File: src/rtl/kpl_pkg.sv
`default_nettype none
package kpl_pkg;

  localparam logic [1:0] ACT_PAIR  = 2'd0;
  localparam logic [1:0] ACT_DESC  = 2'd1;
  localparam logic [1:0] ACT_QUERY = 2'd2;
  localparam logic [1:0] ACT_NONE  = 2'd3;

  localparam int CFG_W      = 4;
  localparam int SLOT_W     = 12;
  localparam int GLYPH_W    = 16;
  localparam int VAL_W      = 16;
  localparam int COV_W      = 16;
  localparam int CNT_W      = 13;
  localparam int SEL_W      = 4;
  localparam int PROBE_W    = 14;
  localparam int PROBE_MAX  = 12285;
  localparam int ENTRY_W    = 48;
  localparam int IN_DATA_W  = 144;
  localparam int OUT_DATA_W = 16;

  typedef struct packed {
    logic [SLOT_W-1:0]  slot;
    logic [GLYPH_W-1:0] left_glyph;
    logic [GLYPH_W-1:0] right_glyph;
    logic [VAL_W-1:0]   pair_value;
    logic [COV_W-1:0]   coverage_word;
    logic [SLOT_W-1:0]  first_pair;
    logic [CNT_W-1:0]   pair_count;
    logic [15:0]        search_range_bytes;
    logic [SEL_W-1:0]   selector_log;
    logic [15:0]        range_shift_bytes;
  } kpl_item_t;

  typedef struct packed {
    logic cap;
    logic red_load;
    logic red_step;
    logic direct;
    logic ram_wr;
    logic ram_rd;
    logic desc_wr;
    logic sub_next;
    logic srch_init;
    logic mid_load;
    logic srch_upd;
    logic acc;
    logic acc_hit;
    logic out_load;
  } kpl_cmd_t;

  typedef struct packed {
    logic red_done;
    logic bad;
    logic sub_end;
    logic sub_use;
    logic srch_open;
    logic key_eq;
  } kpl_sts_t;

endpackage
`default_nettype wire

File: src/rtl/kpl_ctrl.sv
`default_nettype none
module kpl_ctrl #(
  parameter bit DIRECT_ADDR = 1'b1
) (
  input  wire logic             clk,
  input  wire logic             rst_n,
  input  wire logic             in_tvalid,
  input  wire logic [1:0]       in_action,
  output logic                  in_tready,
  input  wire logic             out_tready,
  output logic                  out_tvalid,
  input  wire kpl_pkg::kpl_sts_t sts,
  output kpl_pkg::kpl_cmd_t     cmd
);
  import kpl_pkg::*;

  localparam logic [2:0] S_IDLE = 3'd0;
  localparam logic [2:0] S_RED  = 3'd1;
  localparam logic [2:0] S_DESC = 3'd2;
  localparam logic [2:0] S_SUB  = 3'd3;
  localparam logic [2:0] S_SRCH = 3'd4;
  localparam logic [2:0] S_CMP  = 3'd5;
  localparam logic [2:0] S_DONE = 3'd6;

  logic [2:0] state_r, state_nxt;
  logic       wmode_r, wmode_nxt;
  logic       out_valid_r, out_valid_nxt;

  always_comb begin
    cmd       = '0;
    state_nxt = state_r;
    wmode_nxt = wmode_r;
    in_tready = 1'b0;
    case (state_r)
      S_IDLE: begin
        in_tready = 1'b1;
        if (in_tvalid) begin
          cmd.cap   = 1'b1;
          wmode_nxt = (in_action == ACT_PAIR);
          case (in_action)
            ACT_PAIR:  state_nxt = S_RED;
            ACT_DESC:  state_nxt = S_DESC;
            ACT_QUERY: state_nxt = S_SUB;
            default:   state_nxt = S_IDLE;
          endcase
        end
      end
      S_RED: begin
        if (sts.red_done) begin
          if (wmode_r) begin
            cmd.ram_wr = 1'b1;
            state_nxt  = S_IDLE;
          end else begin
            cmd.ram_rd = 1'b1;
            state_nxt  = S_CMP;
          end
        end else begin
          cmd.red_step = 1'b1;
        end
      end
      S_DESC: begin
        cmd.desc_wr = 1'b1;
        state_nxt   = S_IDLE;
      end
      S_SUB: begin
        if (sts.bad || sts.sub_end) begin
          state_nxt = S_DONE;
        end else if (!sts.sub_use) begin
          cmd.sub_next = 1'b1;
        end else begin
          cmd.srch_init = 1'b1;
          state_nxt     = S_SRCH;
        end
      end
      S_SRCH: begin
        if (!sts.srch_open) begin
          cmd.acc      = 1'b1;
          cmd.sub_next = 1'b1;
          state_nxt    = S_SUB;
        end else begin
          cmd.mid_load = 1'b1;
          if (DIRECT_ADDR) begin
            cmd.direct = 1'b1;
            cmd.ram_rd = 1'b1;
            state_nxt  = S_CMP;
          end else begin
            cmd.red_load = 1'b1;
            state_nxt    = S_RED;
          end
        end
      end
      S_CMP: begin
        if (sts.key_eq) begin
          cmd.acc      = 1'b1;
          cmd.acc_hit  = 1'b1;
          cmd.sub_next = 1'b1;
          state_nxt    = S_SUB;
        end else begin
          cmd.srch_upd = 1'b1;
          state_nxt    = S_SRCH;
        end
      end
      S_DONE: begin
        if (!out_valid_r || out_tready) begin
          cmd.out_load = 1'b1;
          state_nxt    = S_IDLE;
        end
      end
      default: state_nxt = S_IDLE;
    endcase
  end

  always_comb begin
    out_valid_nxt = out_valid_r;
    if (cmd.out_load) begin
      out_valid_nxt = 1'b1;
    end else if (out_tready) begin
      out_valid_nxt = 1'b0;
    end
  end

  always_ff @(posedge clk) begin
    if (!rst_n) begin
      state_r     <= S_IDLE;
      wmode_r     <= 1'b0;
      out_valid_r <= 1'b0;
    end else begin
      state_r     <= state_nxt;
      wmode_r     <= wmode_nxt;
      out_valid_r <= out_valid_nxt;
    end
  end

  assign out_tvalid = out_valid_r;
endmodule
`default_nettype wire

File: config.mk
export PLATFORM = sky130hd
export DESIGN_NAME = kpl_ctrl
export DESIGN_NICKNAME = d
export VERILOG_FILES = /design/src/rtl/kpl_pkg.sv /design/src/rtl/kpl_ctrl.sv
export SDC_FILE = /design/constraint.sdc
export NUM_CORES = 1
export LEC_CHECK = 0
export BUFFER_PORTS_ARGS = -buffer_cell sky130_fd_sc_hd__buf_2
export CORE_AREA = 2 2 39 41
export DETAILED_ROUTE_END_ITERATION = 16
export DIE_AREA = 0 0 41 43
export PLACE_DENSITY_LB_ADDON = 0.1
export RECOVER_POWER = 50
export SLEW_MARGIN = 20
export SYNTH_ARGS = -nofsm -noshare
export SYNTH_HDL_FRONTEND = slang
export SYNTH_SLANG_ARGS = --single-unit
File: constraint.sdc
create_clock -name clk -period 1.4 [get_ports clk]
set_input_delay 0.21 -clock clk [delete_from_list [all_inputs] [get_ports clk]]
set_output_delay 0.21 -clock clk [all_outputs]
set_load 0.02 [all_outputs]
==> reports/results.tsv, run 1 <==
stage	metric	value	unit
grt	Tot GR Track Use	0.204	
detailed_routing	via/cell ratio	5.16	
place	pre-CTS setup slack	-0.00314	ns
timing	Hold Vio Cnt, Final	0	
timing	# setup viols final	12	
clocking	worst-skew pair later-pin latency	0.24	ns
worst_setup_path	crit path max fanout	5	
synthesis	Synth Area in Adders	0.0455	
worst_setup_path	Critical Path AT	1.37	ns
worst_setup_path	CP Launch Type	flip-flop	
worst_setup_path	slowest CP cell	dfxtp_4	
floorplanning	Die X	41	um
timing	setup ws final	-0.185	ns
floorplanning	core area	1380	um^2
worst_setup_path	CP Cell Sequence	mux2i_2 > nor3b_4 > buf_4 > buf_6	
status	failing checks	setup timing	
finish	# fillers	102	
detailed_routing	total wire length after detailed routing	1.89	mm
floorplanning	IO Count	28	
synthesis	mapped cell area	551	um^2
clocking	# hold bufs at CTS	0	
clocking	# H-tree levels	1	
power	power per cell area	734	nW/um^2
power	leak pwr	0.489	nW
synthesis	cell taking the most area after synthesis	dfxtp_1	
synthesis	flops & latches, synth	5	
finish	fin cells	133	
synthesis	Synth Area in Compound Gates	0.202	
synthesis	xor and xnor area share after synthesis	0	
floorplanning	Die Area	1760	um^2
synthesis	Cells after Synth	70	
synthesis	Yosys top cell area share	0.182	
floorplanning	Die Ht	43	um
synthesis	Post-synth EDFFs	0	
timing	FMAX	631	MHz
finish	Layout Nets	132	
finish	post-layout util	0.757	
timing	minimum clock period	1.58	ns
place	DP Cell Count	116	
flow_run	max-cap violation count	0	
timing	Max Slew Vio Count	0	
power	Sw Ratio	0.364	
min_path	Hold Path Class	input pin to flip-flop	
place	HPWL after detailed placement	1.08	mm
power	switching pwr	0.280	mW
grt	vias in the first global route	590	
worst_setup_path	Reg-to-Reg Start	state_r[0]	
floorplanning	starting density of the core	0.398	
finish	Inserted Diodes	0	
timing	Tcrit/Tclk final	1.13	
synthesis	Avg Cell Area, Syn	7.86	um^2
timing	unrepaired setup endpoints after global routing	yes	
worst_setup_path	nature of the critical path endpoint	output port	
synthesis	largest family of logic cells by synthesized area	simple AND/OR/NAND/NOR gates	
place	count of input and output buffers	26	
worst_setup_path	crit path buf inv count	2	
synthesis	Synth cell types	39	
clocking	Clk pin slew, worst setup/hold paths	0.05	ns
synthesis	Synth warnings	0	
power	IR drop worst, VDD	1.08	mV
clocking	root buffer cell	clkbuf_4	
worst_setup_path	Req. time, crit path	1.19	ns
clocking	CTS sink cnt	5	
power	Comb power frac	0.548	
detailed_routing	number of remaining DRC errors	0	
detailed_routing	First DRT Iteration DRCs	11	
worst_setup_path	crit path from	state_r[0]	
detailed_routing	via count	686	
synthesis	Post-Synth Simple-Gate Area	0.402	
synthesis	Synth Flop Type	dfxtp_1	
grt	Congestion Overflow GR	0	
power	Clk pwr share	0.219	
timing	Fin Hold WS	0.235	ns
detailed_routing	Initial DRT Pass Iterations	4	
worst_setup_path	max incr delay on CP	0.37	ns
detailed_routing	WL/cell	14.2	um
synthesis	synth cell count leaders	nor2_1 (6), dfxtp_1 (5), inv_1 (5), a21oi_1 (4), buf_4 (4)	
synthesis	Async SR Flop Fraction	0	
clocking	Max clock buf depth	2	
power	Flop pwr share	0.233	
status	status	finished, violations left	
grt	initial antenna violation count	0	
timing	clock skew	0.00786	ns
synthesis	post-synthesis mux area share	0.0364	
worst_setup_path	Crit path max-delay family	flip-flops	
place	GPL Wtd Cong	0.769	
synthesis	syn nets	84	
min_path	HP Start	rst_n	
synthesis	sequential area share after synthesis	0.182	
grt	global-route wire length before repair	2.49	mm
power	P_int	0.489	mW
worst_setup_path	Worst Setup Path Type	flip-flop to output port	
grt	largest net degree at the start of global routing	9	
clocking	TritonCTS Buffers	3	
floorplanning	Rows	14	
detailed_routing	DRT antenna net count	0	
synthesis	count leader, synth	nor2_1	
finish	ratio of cells with drive above 1 in the final layout	0.675	
clocking	CTS tree	yes	
finish	area delta synth->final	90.2	%
synthesis	synth top area cells	dfxtp_1 (18%), buf_4 (5.5%), ha_1 (4.5%)	
==> logic make-up (layout without fill, tap and decap cells) <==
family,count (synthesis),after routing
multiplexers,2,2
buffers and inverters,12,59
AO/OA/AOI/OAI,15,15
AND/OR/NAND/NOR,33,33
other,1,1
adder cells (fa/ha/maj),2,2
flip-flops,5,5
==> metrics by stage <==
stage | TNS, ns | instance area [um^2] | power [mW]
global route | -1.72 | 1050 | 0.816
floorplan | -0.144 | 571 | 0.366
detailed placement | -0.00314 | 749 | 0.456
finish | -1.01 | 1050 | 0.769
CTS | -0.490 | 868 | 0.677
global placement | -0.00853 | 749 | 0.455
==> cells in the final DEF (no fill, tap or decap), drive strengths merged, types with 3 or more instances in the layout <==
cell type,count
nor3b,3
nor2b,4
clkbuf,5
a21oi,4
o21ai,3
dfxtp,5
and3,3
inv,6
nand2,3
nor2,7
buf,48
a211oi,3
==> power by group through the flow <==
stage                     Combinational [mW]  Sequential, mW  Clock [mW]
after floorplan                        0.197           0.170           0
after global placement                 0.274           0.181           0
after detailed placement               0.275           0.181           0
after CTS                              0.327           0.177       0.173
after global routing                   0.449           0.180       0.187
final                                  0.421           0.179       0.168
==> sequential cells by signal, summed over array words and instances (netlist names) <==
register    flops
out_tvalid      1
state_r         3
wmode_r         1
==> worst paths after layout <==
kind                end  slack [ns]  depth (start not counted)
min reg2reg     wmode_r        0.57                          2
min             wmode_r        0.24                          2
max              cmd[2]       -0.18                          4
max reg2reg  state_r[0]       -0.09                          8
==> final cells by class <==
type / instances / area [um^2] / area share
multi-input cells: 53 / 478 / 0.456
clock buffers: 4 / 26.3 / 0.0251
flip-flops and latches: 5 / 113 / 0.108
repair buffers: 49 / 385 / 0.368
inverters: 6 / 25.0 / 0.0239
well taps: 16 / 20.0 / 0.0191
==> what timing repair did <==
item | CTS | global route
endpoints found under the setup margin | 13 | 16
endpoints found under the hold margin | 0 | 0
buffers inserted | 6 | 8
pin swaps | 3 | 8
gates resized for setup | 17 | 34
==> worst register-to-register path: stages, from the launching register on <==
cell,delay [ns]
dfxtp_4,0.36
buf_4,0.14
nor2b_4,0.13
nor3b_4,0.16
buf_4,0.12
buf_4,0.12
buf_4,0.12
a211oi_2,0.15
nor2b_1,0.07
==> per-layer routing <==
layer,GRT usage,vias to the layer above,wire length (um)
met3,0.0785,5,109
met2,0.350,26,1010
met1,0.228,317,724
li1,-,338,-
met5,0,-,0
met4,0.0333,0,42
Note: power is estimated with default switching activity, not from simulation.
==> run 2, diff against run 1 <==
--- a/config.mk
+++ b/config.mk
@@ -5,7 +5,7 @@
 export SDC_FILE = /design/constraint.sdc
 export NUM_CORES = 1
 export LEC_CHECK = 0
-export BUFFER_PORTS_ARGS = -buffer_cell sky130_fd_sc_hd__buf_2
+export BUFFER_PORTS_ARGS = -buffer_cell sky130_fd_sc_hd__clkbuf_2
 export CORE_AREA = 2 2 39 41
 export DETAILED_ROUTE_END_ITERATION = 16
 export DIE_AREA = 0 0 41 43
==> run 2 against run 1 <==
Against the previous run:
- the run still ends with setup timing left
- wire length decreased by 13%
- worst setup slack improved by 0.039 ns
- sequential share of layout area grew 0.23 points
- clock power increased by 3%
- final area shrank 3.2%
- combinational power down 5.0%
- largest cell class unchanged
==> reports/results.tsv, run 2 (same netlist as run 1, synthesis figures left out) <==
stage	metric	value	unit	change
finish	Layout Nets	130		was 132
power	leak pwr	0.486	nW	was 0.489 nW
timing	Tcrit/Tclk final	1.10		was 1.13
floorplanning	Die X	41	um	unchanged
grt	initial antenna violation count	0		unchanged
clocking	TritonCTS Buffers	3		unchanged
min_path	Hold Path Stages	2		unchanged
place	GPL Wtd Cong	0.855		was 0.769
detailed_routing	DRT antenna net count	0		unchanged
clocking	worst-skew pair later-pin latency	0.24	ns	about the same
detailed_routing	WL/cell	12.6	um	was 14.2 um
floorplanning	Rows	14		unchanged
place	HPWL after detailed placement	1.13	mm	was 1.08 mm
worst_setup_path	Req. time, crit path	1.19	ns	about the same
status	failing checks	setup timing		unchanged
min_path	WHS Endpoint	state_r[0]		was wmode_r
timing	setup ws final	-0.145	ns	was -0.185 ns
clocking	CTS sink cnt	5		unchanged
floorplanning	starting density of the core	0.398		unchanged
timing	Hold Vio Cnt, Final	0		unchanged
detailed_routing	via/cell ratio	4.98		was 5.16
min_path	Hold Path Class	input pin to flip-flop		unchanged
timing	minimum clock period	1.55	ns	was 1.58 ns
floorplanning	IO Count	28		unchanged
worst_setup_path	Worst Reg-to-Reg Cells	6		was 8
finish	max reg flops	3		unchanged
clocking	root buffer cell	clkbuf_4		unchanged
power	power per cell area	738	nW/um^2	was 734 nW/um^2
grt	global-route wire length before repair	2.57	mm	was 2.49 mm
finish	fin cells	131		was 133
worst_setup_path	RR Endpoint	state_r[0]		unchanged
detailed_routing	First DRT Iteration DRCs	9		was 11
finish	Top reg by flops	state_r		unchanged
status	status	finished, violations left		unchanged
timing	FMAX	647	MHz	was 631 MHz
place	count of input and output buffers	26		unchanged
timing	unrepaired setup endpoints after global routing	yes		unchanged
finish	most common cell after layout, fill and taps aside	buf_4		unchanged
finish	most frequent cells in the layout	buf_4 (21), clkbuf_2 (12), buf_6 (6), inv_1 (5)		was buf_4 (25), buf_2 (11), buf_6 (11), inv_1 (5), nor2_1 (4)
worst_setup_path	crit path max fanout	6		was 5
finish	ratio of cells with drive above 1 in the final layout	0.635		was 0.675
clocking	Max clock buf depth	2		unchanged
grt	Tot GR Track Use	0.214		was 0.204
finish	post-layout util	0.732		was 0.757
worst_setup_path	nature of the critical path endpoint	output port		unchanged
clocking	# hold bufs at CTS	0		unchanged
clocking	# H-tree levels	1		unchanged
finish	Inserted Diodes	0		unchanged
floorplanning	Die Ht	43	um	unchanged
detailed_routing	total wire length after detailed routing	1.65	mm	was 1.89 mm
finish	area delta synth->final	84.1	%	was 90.2%
worst_setup_path	register-to-register setup slack	0.02	ns	was -0.09 ns
flow_run	max-cap violation count	0		unchanged
worst_setup_path	Critical Path AT	1.34	ns	was 1.37 ns
grt	Congestion Overflow GR	0		unchanged
detailed_routing	Initial DRT Pass Iterations	4		unchanged
place	DP Cell Count	117		was 116
grt	vias in the first global route	621		was 590
detailed_routing	via count	652		was 686
finish	# fillers	111		was 102
clocking	CTS tree	yes		unchanged
clocking	Clk pin slew, worst setup/hold paths	0.05	ns	about the same
timing	# setup viols final	11		was 12
min_path	HP Start	rst_n		unchanged
worst_setup_path	CP Launch Type	flip-flop		unchanged
floorplanning	Die Area	1760	um^2	unchanged
timing	Fin Hold WS	0.246	ns	was 0.235 ns
grt	largest net degree at the start of global routing	9		unchanged
detailed_routing	number of remaining DRC errors	0		unchanged
floorplanning	core area	1380	um^2	unchanged
worst_setup_path	Worst Setup Path Type	flip-flop to output port		unchanged
power	IR drop worst, VDD	0.808	mV	was 1.08 mV
timing	Max Slew Vio Count	0		unchanged
timing	clock skew	0.000140	ns	was 0.00786 ns
worst_setup_path	Reg-to-Reg Start	state_r[0]		unchanged
## run 2: cell types whose count changed in the layout (fill, tap and decap cells not counted), sizes merged
cell    delta
clkbuf    +16
buf       -18
## run 2: per-layer routing
metal | wire length, um | GRT usage
met5 | 0 | 0
met4 | 0 | 0.0400
met3 | 76 | 0.0628
met2 | 879 | 0.350
met1 | 691 | 0.267
## run 2: how the worst max path moves through the flow
| stage | startpoint | endpoint |
|---|---|---|
| 6_report | state_r[0] | cmd[6] |
| 5_1_grt | state_r[0] | cmd[2] |
| 4_1_cts | state_r[0] | cmd[6] |
| 3_5_place_dp | state_r[1] | state_r[0] |
| 3_3_place_gp | state_r[1] | state_r[0] |
| 2_1_floorplan | state_r[0] | cmd[6] |
## run 2: per-stage QoR
step | total power, mW | setup WS [ns] | cell area, um^2 | TNS, ns
2_1_floorplan | 0.366 | -0.0871 | 571 | -0.144
6_report | 0.748 | -0.145 | 1010 | -0.690
5_1_grt | 0.793 | -0.204 | 1010 | -1.43
3_3_place_gp | 0.462 | -0.0113 | 757 | -0.0113
3_5_place_dp | 0.461 | 0.000895 | 757 | 0
4_1_cts | 0.707 | -0.152 | 953 | -0.836
## run 2: area by class of cell
cell class              count  area (um^2)  area share
clock buffers               4         26.3      0.0259
inverters                   6         25.0      0.0247
multi-input cells          53          448       0.442
flip-flops and latches      5          111       0.110
well taps                  16         20.0      0.0198
repair buffers             47          383       0.378
## run 2: timing repair
item,CTS,global route
setup endpoints to repair,14,14
resized for setup,30,23
buffers inserted,10,1
pin swaps,7,5
## run 2: power by group
part | total, mW | internal, mW | switching (mW)
Combinational | 0.400 | 0.217 | 0.183
Clock | 0.173 | 0.108 | 0.0645
Sequential | 0.176 | 0.155 | 0.0210
Total | 0.748 | 0.480 | 0.268
## run 2: worst max-delay path: stages (launching register included)
cell	delay, ns
dfxtp_4	0.38
mux2i_2	0.23
nor3b_4	0.23
or2_4	0.15
buf_8	0.10
